==> src/nsfc_pkg.sv <==
// shared types, constants and the byte classifier for the nmea sentence framer/checker
// used by nsfc_front, nsfc_back and nmea_sentence_framer_checker
package nsfc_pkg;

	localparam int COUNT_BITS = 16;
	localparam int MAXP_W     = 16;
	localparam int LEN_W      = 16;
	localparam int QDEPTH     = 4;
	localparam int QPTR_W     = $clog2(QDEPTH);
	localparam int QCNT_W     = $clog2(QDEPTH + 1);
	localparam int OUT_DEPTH  = 2;
	localparam int OPTR_W     = $clog2(OUT_DEPTH);
	localparam int OCNT_W     = $clog2(OUT_DEPTH + 1);
	localparam int IN_DATA_W  = 8;
	localparam int OUT_DATA_W = 40;

	localparam logic [MAXP_W-1:0]     MAX_PENDING_RST = 16'd1024;
	localparam logic [COUNT_BITS-1:0] MIN_SENT_LEN    = COUNT_BITS'(6);

	localparam logic [7:0] CH_DOLLAR = 8'h24;
	localparam logic [7:0] CH_HASH   = 8'h23;
	localparam logic [7:0] CH_STAR   = 8'h2A;
	localparam logic [7:0] CH_COMMA  = 8'h2C;
	localparam logic [7:0] CH_CR     = 8'h0D;
	localparam logic [7:0] CH_LF     = 8'h0A;
	localparam logic [7:0] CH_PLUS   = 8'h2B;
	localparam logic [7:0] CH_MINUS  = 8'h2D;
	localparam logic [7:0] CH_SPACE  = 8'h20;
	localparam logic [7:0] CH_TAB    = 8'h09;

	localparam logic [23:0] TAG_GGA = "GGA";
	localparam logic [23:0] TAG_TRA = "TRA";
	localparam logic [23:0] TAG_RMC = "RMC";

	localparam int KF_GGA = 0;
	localparam int KF_TRA = 1;
	localparam int KF_RMC = 2;

	localparam logic [1:0] KIND_NONE = 2'd0;
	localparam logic [1:0] KIND_GGA  = 2'd1;
	localparam logic [1:0] KIND_TRA  = 2'd2;
	localparam logic [1:0] KIND_RMC  = 2'd3;

	localparam logic [2:0] VERD_PASS      = 3'd0;
	localparam logic [2:0] VERD_SHORT     = 3'd1;
	localparam logic [2:0] VERD_NO_STAR   = 3'd2;
	localparam logic [2:0] VERD_NO_DIGITS = 3'd3;
	localparam logic [2:0] VERD_MISMATCH  = 3'd4;
	localparam logic [2:0] VERD_SKIPPED   = 3'd5;

	localparam logic OUTCOME_CLOSED  = 1'b0;
	localparam logic OUTCOME_DISCARD = 1'b1;

	typedef enum logic [1:0] {
		MODE_HUNT,
		MODE_HASH,
		MODE_DOLLAR
	} mode_t;

	typedef enum logic [1:0] {
		LEAD_OTHER,
		LEAD_HEX,
		LEAD_SKIP,
		LEAD_MINUS
	} lead_t;

	typedef struct packed {
		logic [7:0] ch;
		logic       is_cr;
		logic       is_lf;
		logic       is_dollar;
		logic       is_hash;
		logic       is_comma;
		logic       is_star;
		logic       is_hex;
		logic [3:0] hex_val;
		logic       is_skip;
		logic       is_minus;
	} byte_cls_t;

	typedef struct packed {
		logic                  outcome;
		logic [LEN_W-1:0]      length;
		logic                  has_hash;
		logic [2:0]            verdict;
		logic [7:0]            computed_xor;
		logic [7:0]            given_value;
		logic [1:0]            kind;
	} res_t;

	function automatic byte_cls_t classify(input logic [7:0] c);
		byte_cls_t  k;
		logic [7:0] d;
		k = '0;
		k.ch        = c;
		k.is_cr     = (c == CH_CR);
		k.is_lf     = (c == CH_LF);
		k.is_dollar = (c == CH_DOLLAR);
		k.is_hash   = (c == CH_HASH);
		k.is_comma  = (c == CH_COMMA);
		k.is_star   = (c == CH_STAR);
		k.is_minus  = (c == CH_MINUS);
		k.is_skip   = (c == CH_SPACE) || (c == CH_PLUS) || (c >= CH_TAB && c <= CH_CR);
		d = 8'h00;
		if (c >= "0" && c <= "9") begin
			k.is_hex = 1'b1;
			d = c - 8'h30;
		end else if (c >= "a" && c <= "f") begin
			k.is_hex = 1'b1;
			d = c - 8'h57;
		end else if (c >= "A" && c <= "F") begin
			k.is_hex = 1'b1;
			d = c - 8'h37;
		end
		k.hex_val = d[3:0];
		return k;
	endfunction

endpackage

==> src/nsfc_back.sv <==
// back end: sentence tracking, checksum and kind detection, result buffer
// depends on nsfc_pkg
module nsfc_back (
	input  logic                              clk,
	input  logic                              arst_n,
	input  logic [nsfc_pkg::MAXP_W-1:0]       max_pending,
	input  logic                              q_valid,
	output logic                              q_ready,
	input  nsfc_pkg::byte_cls_t               q_cls,
	output logic                              m_valid,
	input  logic                              m_ready,
	output nsfc_pkg::res_t                    m_res
);

	typedef struct packed {
		nsfc_pkg::mode_t                 mode;
		logic [nsfc_pkg::COUNT_BITS-1:0] count;
		logic [7:0]                      run_xor;
		logic                            star_seen;
		logic [1:0]                      after_cnt;
		logic [7:0]                      hex_acc;
		logic                            hash_seen;
		logic                            ff_open;
		logic [23:0]                     window;
		logic [2:0]                      kind_flags;
		nsfc_pkg::lead_t                 lead;
		logic                            neg;
	} sent_t;

	function automatic sent_t idle_state();
		sent_t s;
		s = '0;
		s.mode    = nsfc_pkg::MODE_HUNT;
		s.lead    = nsfc_pkg::LEAD_OTHER;
		s.ff_open = 1'b1;
		return s;
	endfunction

	function automatic sent_t open_state(input nsfc_pkg::mode_t m);
		sent_t s;
		s = idle_state();
		s.mode      = m;
		s.count     = nsfc_pkg::COUNT_BITS'(1);
		s.hash_seen = (m == nsfc_pkg::MODE_HASH);
		return s;
	endfunction

	// one sentence byte applied to the running state
	function automatic sent_t content_step(input sent_t s_in, input nsfc_pkg::byte_cls_t b);
		sent_t       s;
		logic [23:0] win;
		s   = s_in;
		win = {s_in.window[15:0], b.ch};
		if (s_in.mode == nsfc_pkg::MODE_HUNT) begin
			if (b.is_dollar) begin
				s = open_state(nsfc_pkg::MODE_DOLLAR);
			end else if (b.is_hash) begin
				s = open_state(nsfc_pkg::MODE_HASH);
			end
		end else if (s_in.mode == nsfc_pkg::MODE_HASH && b.is_dollar) begin
			s = open_state(nsfc_pkg::MODE_DOLLAR);
		end else begin
			if (s_in.count != '1) begin
				s.count = s_in.count + 1'b1;
			end
			if (b.is_hash) begin
				s.hash_seen = 1'b1;
			end
			if (s_in.ff_open) begin
				if (b.is_comma) begin
					s.ff_open = 1'b0;
				end else begin
					s.window = win;
					if (win == nsfc_pkg::TAG_GGA) s.kind_flags[nsfc_pkg::KF_GGA] = 1'b1;
					if (win == nsfc_pkg::TAG_TRA) s.kind_flags[nsfc_pkg::KF_TRA] = 1'b1;
					if (win == nsfc_pkg::TAG_RMC) s.kind_flags[nsfc_pkg::KF_RMC] = 1'b1;
				end
			end
			if (!s_in.star_seen) begin
				if (b.is_star) begin
					s.star_seen = 1'b1;
				end else begin
					s.run_xor = s_in.run_xor ^ b.ch;
				end
			end else if (s_in.after_cnt == 2'd0) begin
				// first byte after the star picks how the digits are read
				if (b.is_hex) begin
					s.lead    = nsfc_pkg::LEAD_HEX;
					s.hex_acc = {4'h0, b.hex_val};
				end else if (b.is_skip) begin
					s.lead = nsfc_pkg::LEAD_SKIP;
				end else if (b.is_minus) begin
					s.lead = nsfc_pkg::LEAD_MINUS;
				end else begin
					s.lead = nsfc_pkg::LEAD_OTHER;
				end
				s.after_cnt = 2'd1;
			end else if (s_in.after_cnt == 2'd1) begin
				case (s_in.lead)
					nsfc_pkg::LEAD_HEX: begin
						if (b.is_hex) s.hex_acc = {s_in.hex_acc[3:0], b.hex_val};
					end
					nsfc_pkg::LEAD_SKIP: begin
						s.hex_acc = b.is_hex ? {4'h0, b.hex_val} : 8'h00;
					end
					nsfc_pkg::LEAD_MINUS: begin
						if (b.is_hex && b.hex_val != 4'h0) begin
							s.neg     = 1'b1;
							s.hex_acc = 8'h00 - {4'h0, b.hex_val};
						end else begin
							s.hex_acc = 8'h00;
						end
					end
					default: begin
						s.hex_acc = 8'h00;
					end
				endcase
				s.after_cnt = 2'd2;
			end
		end
		return s;
	endfunction

	function automatic nsfc_pkg::res_t close_res(input sent_t s);
		nsfc_pkg::res_t r;
		r = '0;
		r.outcome      = nsfc_pkg::OUTCOME_CLOSED;
		r.length       = nsfc_pkg::LEN_W'(s.count);
		r.has_hash     = s.hash_seen;
		r.computed_xor = s.run_xor;
		r.given_value  = (s.after_cnt == 2'd2) ? s.hex_acc : 8'h00;
		if (s.hash_seen) begin
			r.verdict = nsfc_pkg::VERD_SKIPPED;
		end else if (s.count < nsfc_pkg::MIN_SENT_LEN) begin
			r.verdict = nsfc_pkg::VERD_SHORT;
		end else if (!s.star_seen) begin
			r.verdict = nsfc_pkg::VERD_NO_STAR;
		end else if (s.after_cnt != 2'd2) begin
			r.verdict = nsfc_pkg::VERD_NO_DIGITS;
		end else if (s.neg || s.hex_acc != s.run_xor) begin
			r.verdict = nsfc_pkg::VERD_MISMATCH;
		end else begin
			r.verdict = nsfc_pkg::VERD_PASS;
		end
		if (s.kind_flags[nsfc_pkg::KF_RMC]) begin
			r.kind = nsfc_pkg::KIND_RMC;
		end else if (s.kind_flags[nsfc_pkg::KF_TRA]) begin
			r.kind = nsfc_pkg::KIND_TRA;
		end else if (s.kind_flags[nsfc_pkg::KF_GGA]) begin
			r.kind = nsfc_pkg::KIND_GGA;
		end else begin
			r.kind = nsfc_pkg::KIND_NONE;
		end
		return r;
	endfunction

	function automatic nsfc_pkg::res_t discard_res();
		nsfc_pkg::res_t r;
		r = '0;
		r.outcome = nsfc_pkg::OUTCOME_DISCARD;
		r.verdict = nsfc_pkg::VERD_SKIPPED;
		r.kind    = nsfc_pkg::KIND_NONE;
		return r;
	endfunction

	sent_t                              st_q;
	sent_t                              st_d;
	sent_t                              s_mid;
	sent_t                              s_fin;
	logic                               cr_q;
	logic                               cr_d;
	logic [nsfc_pkg::COUNT_BITS-1:0]    lc_q;
	logic [nsfc_pkg::COUNT_BITS-1:0]    lc_d;
	logic [nsfc_pkg::COUNT_BITS-1:0]    lc_inc;
	logic                               take;
	logic                               emit;
	nsfc_pkg::res_t                     res_new;

	nsfc_pkg::res_t                     obuf_q [nsfc_pkg::OUT_DEPTH];
	logic [nsfc_pkg::OPTR_W-1:0]        owr_q;
	logic [nsfc_pkg::OPTR_W-1:0]        ord_q;
	logic [nsfc_pkg::OCNT_W-1:0]        ocnt_q;
	logic                               pop;

	assign q_ready = (ocnt_q != nsfc_pkg::OCNT_W'(nsfc_pkg::OUT_DEPTH));
	assign take    = q_valid && q_ready;
	assign m_valid = (ocnt_q != '0);
	assign m_res   = obuf_q[ord_q];
	assign pop     = m_valid && m_ready;
	assign lc_inc  = (lc_q != '1) ? lc_q + 1'b1 : lc_q;

	always_comb begin
		st_d    = st_q;
		cr_d    = cr_q;
		lc_d    = lc_q;
		emit    = 1'b0;
		res_new = '0;
		// a held cr turns into an ordinary byte when no lf follows
		s_mid   = cr_q ? content_step(st_q, nsfc_pkg::classify(nsfc_pkg::CH_CR)) : st_q;
		s_fin   = q_cls.is_cr ? s_mid : content_step(s_mid, q_cls);
		if (take) begin
			if (cr_q && q_cls.is_lf) begin
				if (st_q.mode != nsfc_pkg::MODE_HUNT) begin
					emit    = 1'b1;
					res_new = close_res(st_q);
				end
				st_d = idle_state();
				cr_d = 1'b0;
				lc_d = '0;
			end else if (lc_inc > max_pending) begin
				st_d    = idle_state();
				cr_d    = 1'b0;
				lc_d    = '0;
				emit    = 1'b1;
				res_new = discard_res();
			end else begin
				st_d = s_fin;
				cr_d = q_cls.is_cr;
				lc_d = lc_inc;
			end
		end
	end

	always_ff @(posedge clk or negedge arst_n) begin
		if (!arst_n) begin
			st_q <= idle_state();
			cr_q <= 1'b0;
			lc_q <= '0;
		end else begin
			st_q <= st_d;
			cr_q <= cr_d;
			lc_q <= lc_d;
		end
	end

	always_ff @(posedge clk) begin
		if (emit) begin
			obuf_q[owr_q] <= res_new;
		end
	end

	always_ff @(posedge clk or negedge arst_n) begin
		if (!arst_n) begin
			owr_q  <= '0;
			ord_q  <= '0;
			ocnt_q <= '0;
		end else begin
			if (emit) begin
				owr_q <= owr_q + 1'b1;
			end
			if (pop) begin
				ord_q <= ord_q + 1'b1;
			end
			case ({emit, pop})
				2'b10:   ocnt_q <= ocnt_q + 1'b1;
				2'b01:   ocnt_q <= ocnt_q - 1'b1;
				default: ocnt_q <= ocnt_q;
			endcase
		end
	end

`ifndef NO_ASSERTIONS
	a_obuf_bound: assert property (@(posedge clk) disable iff (!arst_n)
		ocnt_q <= nsfc_pkg::OCNT_W'(nsfc_pkg::OUT_DEPTH))
		else $error("result buffer overfilled");

	a_hunt_no_count: assert property (@(posedge clk) disable iff (!arst_n)
		(st_q.mode == nsfc_pkg::MODE_HUNT) == (st_q.count == '0))
		else $error("sentence count disagrees with scan mode");

	a_cr_counted: assert property (@(posedge clk) disable iff (!arst_n)
		cr_q |-> (lc_q != '0))
		else $error("held cr not counted in pending bytes");

	a_after_star: assert property (@(posedge clk) disable iff (!arst_n)
		!st_q.star_seen |-> (st_q.after_cnt == 2'd0))
		else $error("digits counted before any star");

	a_emit_space: assert property (@(posedge clk) disable iff (!arst_n)
		emit |-> take)
		else $error("result produced without a word taken");
`endif

endmodule

==> config.mk <==
export PLATFORM = sky130hd
export DESIGN_NAME = nsfc_back
export DESIGN_NICKNAME = d
export VERILOG_FILES = /design/src/nsfc_pkg.sv /design/src/nsfc_back.sv
export SDC_FILE = /design/constraint.sdc
export NUM_CORES = 1
export LEC_CHECK = 0
export ABC_AREA = 1
export BUFFER_PORTS_ARGS = -buffer_cell sky130_fd_sc_hd__buf_2
export CORE_UTILIZATION = 55
export DETAILED_ROUTE_END_ITERATION = 8
export PLACE_DENSITY = 0.74
export SLEW_MARGIN = 5
export SYNTH_ARGS = -nofsm -noshare
export SYNTH_HDL_FRONTEND = slang
export SYNTH_SLANG_ARGS = --single-unit
==> constraint.sdc <==
create_clock -name clk -period 5.5 [get_ports clk]
set_clock_uncertainty 0.1 [all_clocks]
set_input_delay 1.1 -clock clk [delete_from_list [all_inputs] [get_ports clk]]
set_output_delay 1.1 -clock clk [all_outputs]
set_load 0.02 [all_outputs]
==> results by group <==
Clock network
  – Worst-skew pair later-pin latency: 0.42 ns
  – CTS sink count: 160
  – Number of H-tree levels: 4
  – TritonCTS clock tree: yes
  – Post-CTS Resized: 0
  – Longest Clk Path Bufs: 2
  – Hold_buf cts: 0
  – Clock transition at the registers of the reported paths: 0.07 ns
  – Buffer count from post-CTS setup fixing: 0
  – CTS buffer count: 17
  – Clk root buf: clkbuf_16

Worst setup path
  – CP required: 5.45 ns
  – RR Startpoint: lc_q[3]
  – Crit path max fanout: 39
  – Crit path top cell by count: nand2_1
  – Setup CP Type: reg2reg
  – Slowest CP cell: buf_4
  – CP Launch Type: flop
  – CP Cell Sequence: inv_1, nor3_1, inv_1, nor2_1, inv_1, nor2_1, inv_1, nor3_1, nand2_1, nand3_1, xor2_1, inv_1, ha_1, nand2_1, nor2_1, nand2_1, nand2_1, nand2_1, nand4_1, nand2_1, nand2_1, o211ai_1, nor2_4, buf_4
  – Reg2Reg Depth: 24
  – WP data arrival: 4.60 ns
  – Setup slack, reg-to-reg: 0.85 ns
  – Worst Setup End Kind: flop
  – Max stage delay on crit path: 0.45 ns
  – RR Endpoint: obuf_q[0][0]

Hold path
  – Min-delay src: st_q[3]
  – Hold Crit Depth: 2
  – Worst Hold Path EP: st_q[3]
  – HP Class: reg2reg

Pwr
  – P_leak: 5.184 nW
  – PD cells: 494.4 mW/mm^2
  – VDD IR-drop max: 0.0002987 V
  – Total power: 5.531 mW

Drt
  – Antenna-violating nets left: 0
  – WL per Instance: 15.34 um
  – Detailed Route Iter0 Violations: 870
  – Vias: 9179
  – Final Routed Wirelength: 25140 um
  – First-pass iteration count of the detailed router: 7
  – # DRC: 0
  – Vias per cell: 5.600

Cells and area
  – Area growth from synthesis to layout: 12.00%
  – Count of non-filler cells in the finished layout: 1639
  – Finished Cell Area: 0.01119 sq mm
  – Share of cells above drive strength 1: 0.1146
  – Final #Nets: 1468
  – Ant diodes: 0

Timing
  – Final setup violating endpoints: 0
  – RSZ-0062 raised after global routing: false
  – Achievable frequency: 0.2153 GHz
  – Post-layout min period: 4.645 ns
  – Least-Margin Pin Slew: 0.9480 ns
  – Period Utilization, post-route: 0.8446
  – Final setup TNS: 0 ns
  – Worst rel slew slack: 0.3652
  – Setup ws final: 0.8546 ns
  – Slew Limit Fails: 0
  – Fin. Hold Viols: 0

Placed design
  – Worst slack, placed: 1.005 ns
  – Placed cell area: 0.01062 sq mm
  – Buffers on Ports: 81
  – Placed Cells: 1607
  – Gpl congestion: 0.9206
  – Detailed Place HPWL: 17950 um

Synthesis
  – Number of flops mapped to enable cells by yosys: 78
  – Syn nets: 1398
  – Ranking of synthesized cells by area: edfxtp_1 23%, dfrtp_1 20%, nand2_1 15%, inv_1 7.4%, o21ai_0 4.2%
  – Synth unique cells: 46
  – Area leader, netlist: edfxtp_1
  – Syn Inst Count: 1331
  – Top-area cell type share of the netlist area: 0.2345
  – YS warnings: 0
  – Mapped cell area: 0.009990 sq mm
  – Seq cells post-synth: 160
  – Post-synthesis sequential area ratio: 0.4400
  – Top-count cell post-synth: nand2_1
  – Post-synth top flop: dfrtp_1
  – Avg Inst Size Synth: 7.505 sq um
  – Synth cell count leaders: 386 x nand2_1, 198 x inv_1, 94 x nor2_1
  – Ys async rst share: 0.5125

Floorplan
  – Die ar.: 0.01871 sq mm
  – Starting Density: 0.5696
  – Die X: 136.8 um
  – Num ports: 82
  – Rows: 48
  – Core ar.: 0.01754 sq mm
  – Die height: 136.8 um

GRT
  – Vias in the first global route: 8256
  – GRT Util Overall: 0.2818
  – First-pass GRT wire length: 40950 um
  – Initial antenna violation count: 1
  – Total grt overflow: 0
  – Largest net degree at the start of global routing: 63

Run status
  – Status: complete, no violations

Run
  – MaxCap Viol Count: 0
## how the worst max path moves through the flow
stage	start	to	slack [ns]
3_5_place_dp	lc_q[3]	obuf_q[0][30]	1.01
3_3_place_gp	lc_q[3]	obuf_q[1][35]	1.15
5_1_grt	lc_q[3]	obuf_q[0][0]	0.31
2_1_floorplan	lc_q[3]	obuf_q[0][0]	0.52
4_1_cts	lc_q[3]	obuf_q[0][26]	0.95
6_report	lc_q[3]	obuf_q[0][0]	0.85
## cells in the final DEF (no fill, tap or decap), types with 3 or more instances in the layout
master	n
clkbuf_16	17
clkinv_1	3
o21bai_1	3
dfrtp_1	81
a22oi_1	11
nor2_4	6
nor3_1	33
xor2_1	21
nand2_1	386
a21oi_1	48
buf_2	80
buf_4	14
inv_1	198
nand4_1	25
inv_6	7
o21ai_0	84
inv_2	4
o22ai_1	57
nand2_2	7
nand3_1	62
edfxtp_1	78
nor2_1	90
o21ai_1	10
a31oi_1	7
nor2_2	11
ha_1	26
o211ai_1	5
nor4_1	9
o221ai_1	3
## sequential cells by signal, summed over array words and instances (netlist names)
signal  flops
lc_q       16
st_q       61
ocnt_q      2
obuf_q     78
ord_q       1
owr_q       1
cr_q        1
## cells by family after synthesis
| kind of cell | after synthesis | share of synthesized area |
|---|---|---|
| AND/OR/NAND/NOR | 637 | 0.2728 |
| AO/OA/AOI/OAI | 236 | 0.1346 |
| adder cells (fa/ha/maj) | 26 | 0.03256 |
| XOR/XNOR | 24 | 0.02480 |
| flip-flops | 160 | 0.4400 |
| buffers and inverters | 248 | 0.09519 |
## worst max-delay path, delay by kind of cell (launching register included)
kind / cells / cell delay, ns
flip-flops: 1 / 0.40
buffers and inverters: 6 / 0.90
AO/OA/AOI/OAI: 1 / 0.39
AND/OR/NAND/NOR: 15 / 1.98
XOR/XNOR: 1 / 0.23
adder cells (fa/ha/maj): 1 / 0.28
## cell type report
type                       count  area (sq um)
clock buffer                  18         429.2
clock inverter                14         143.9
fill                        1533          6349
inverter                     205         769.5
multi-input combinational    923          4663
sequential                   160          4395
tap                          225         281.5
timing repair buffer          94         505.5
## layer usage
| layer | part of all wire | track usage | vias to the layer above |
|---|---|---|---|
| met4 | 0.022 | 0.09646 | 2 |
| met1 | 0.45 | 0.3989 | 4223 |
| li1 | - | - | 4544 |
| met2 | 0.45 | 0.4343 | 365 |
| met5 | 0.00052 | 0 | - |
| met3 | 0.077 | 0.05222 | 45 |
## metrics by stage
step	utilization	hold WS [ns]
floorplan	-	0.3650
global placement	0.6053	0.3903
detailed placement	0.6053	0.3909
CTS	0.6380	0.4122
global route	0.6380	0.4411
finish	0.6380	0.4174
## power by group
group	internal (mW)	switching, mW	total (mW)
clock network	0.641	0.521	1.16
registers	1.56	0.244	1.81
logic	0.774	1.79	2.56
total	2.98	2.55	5.53
(Power assumes the default switching activity.)
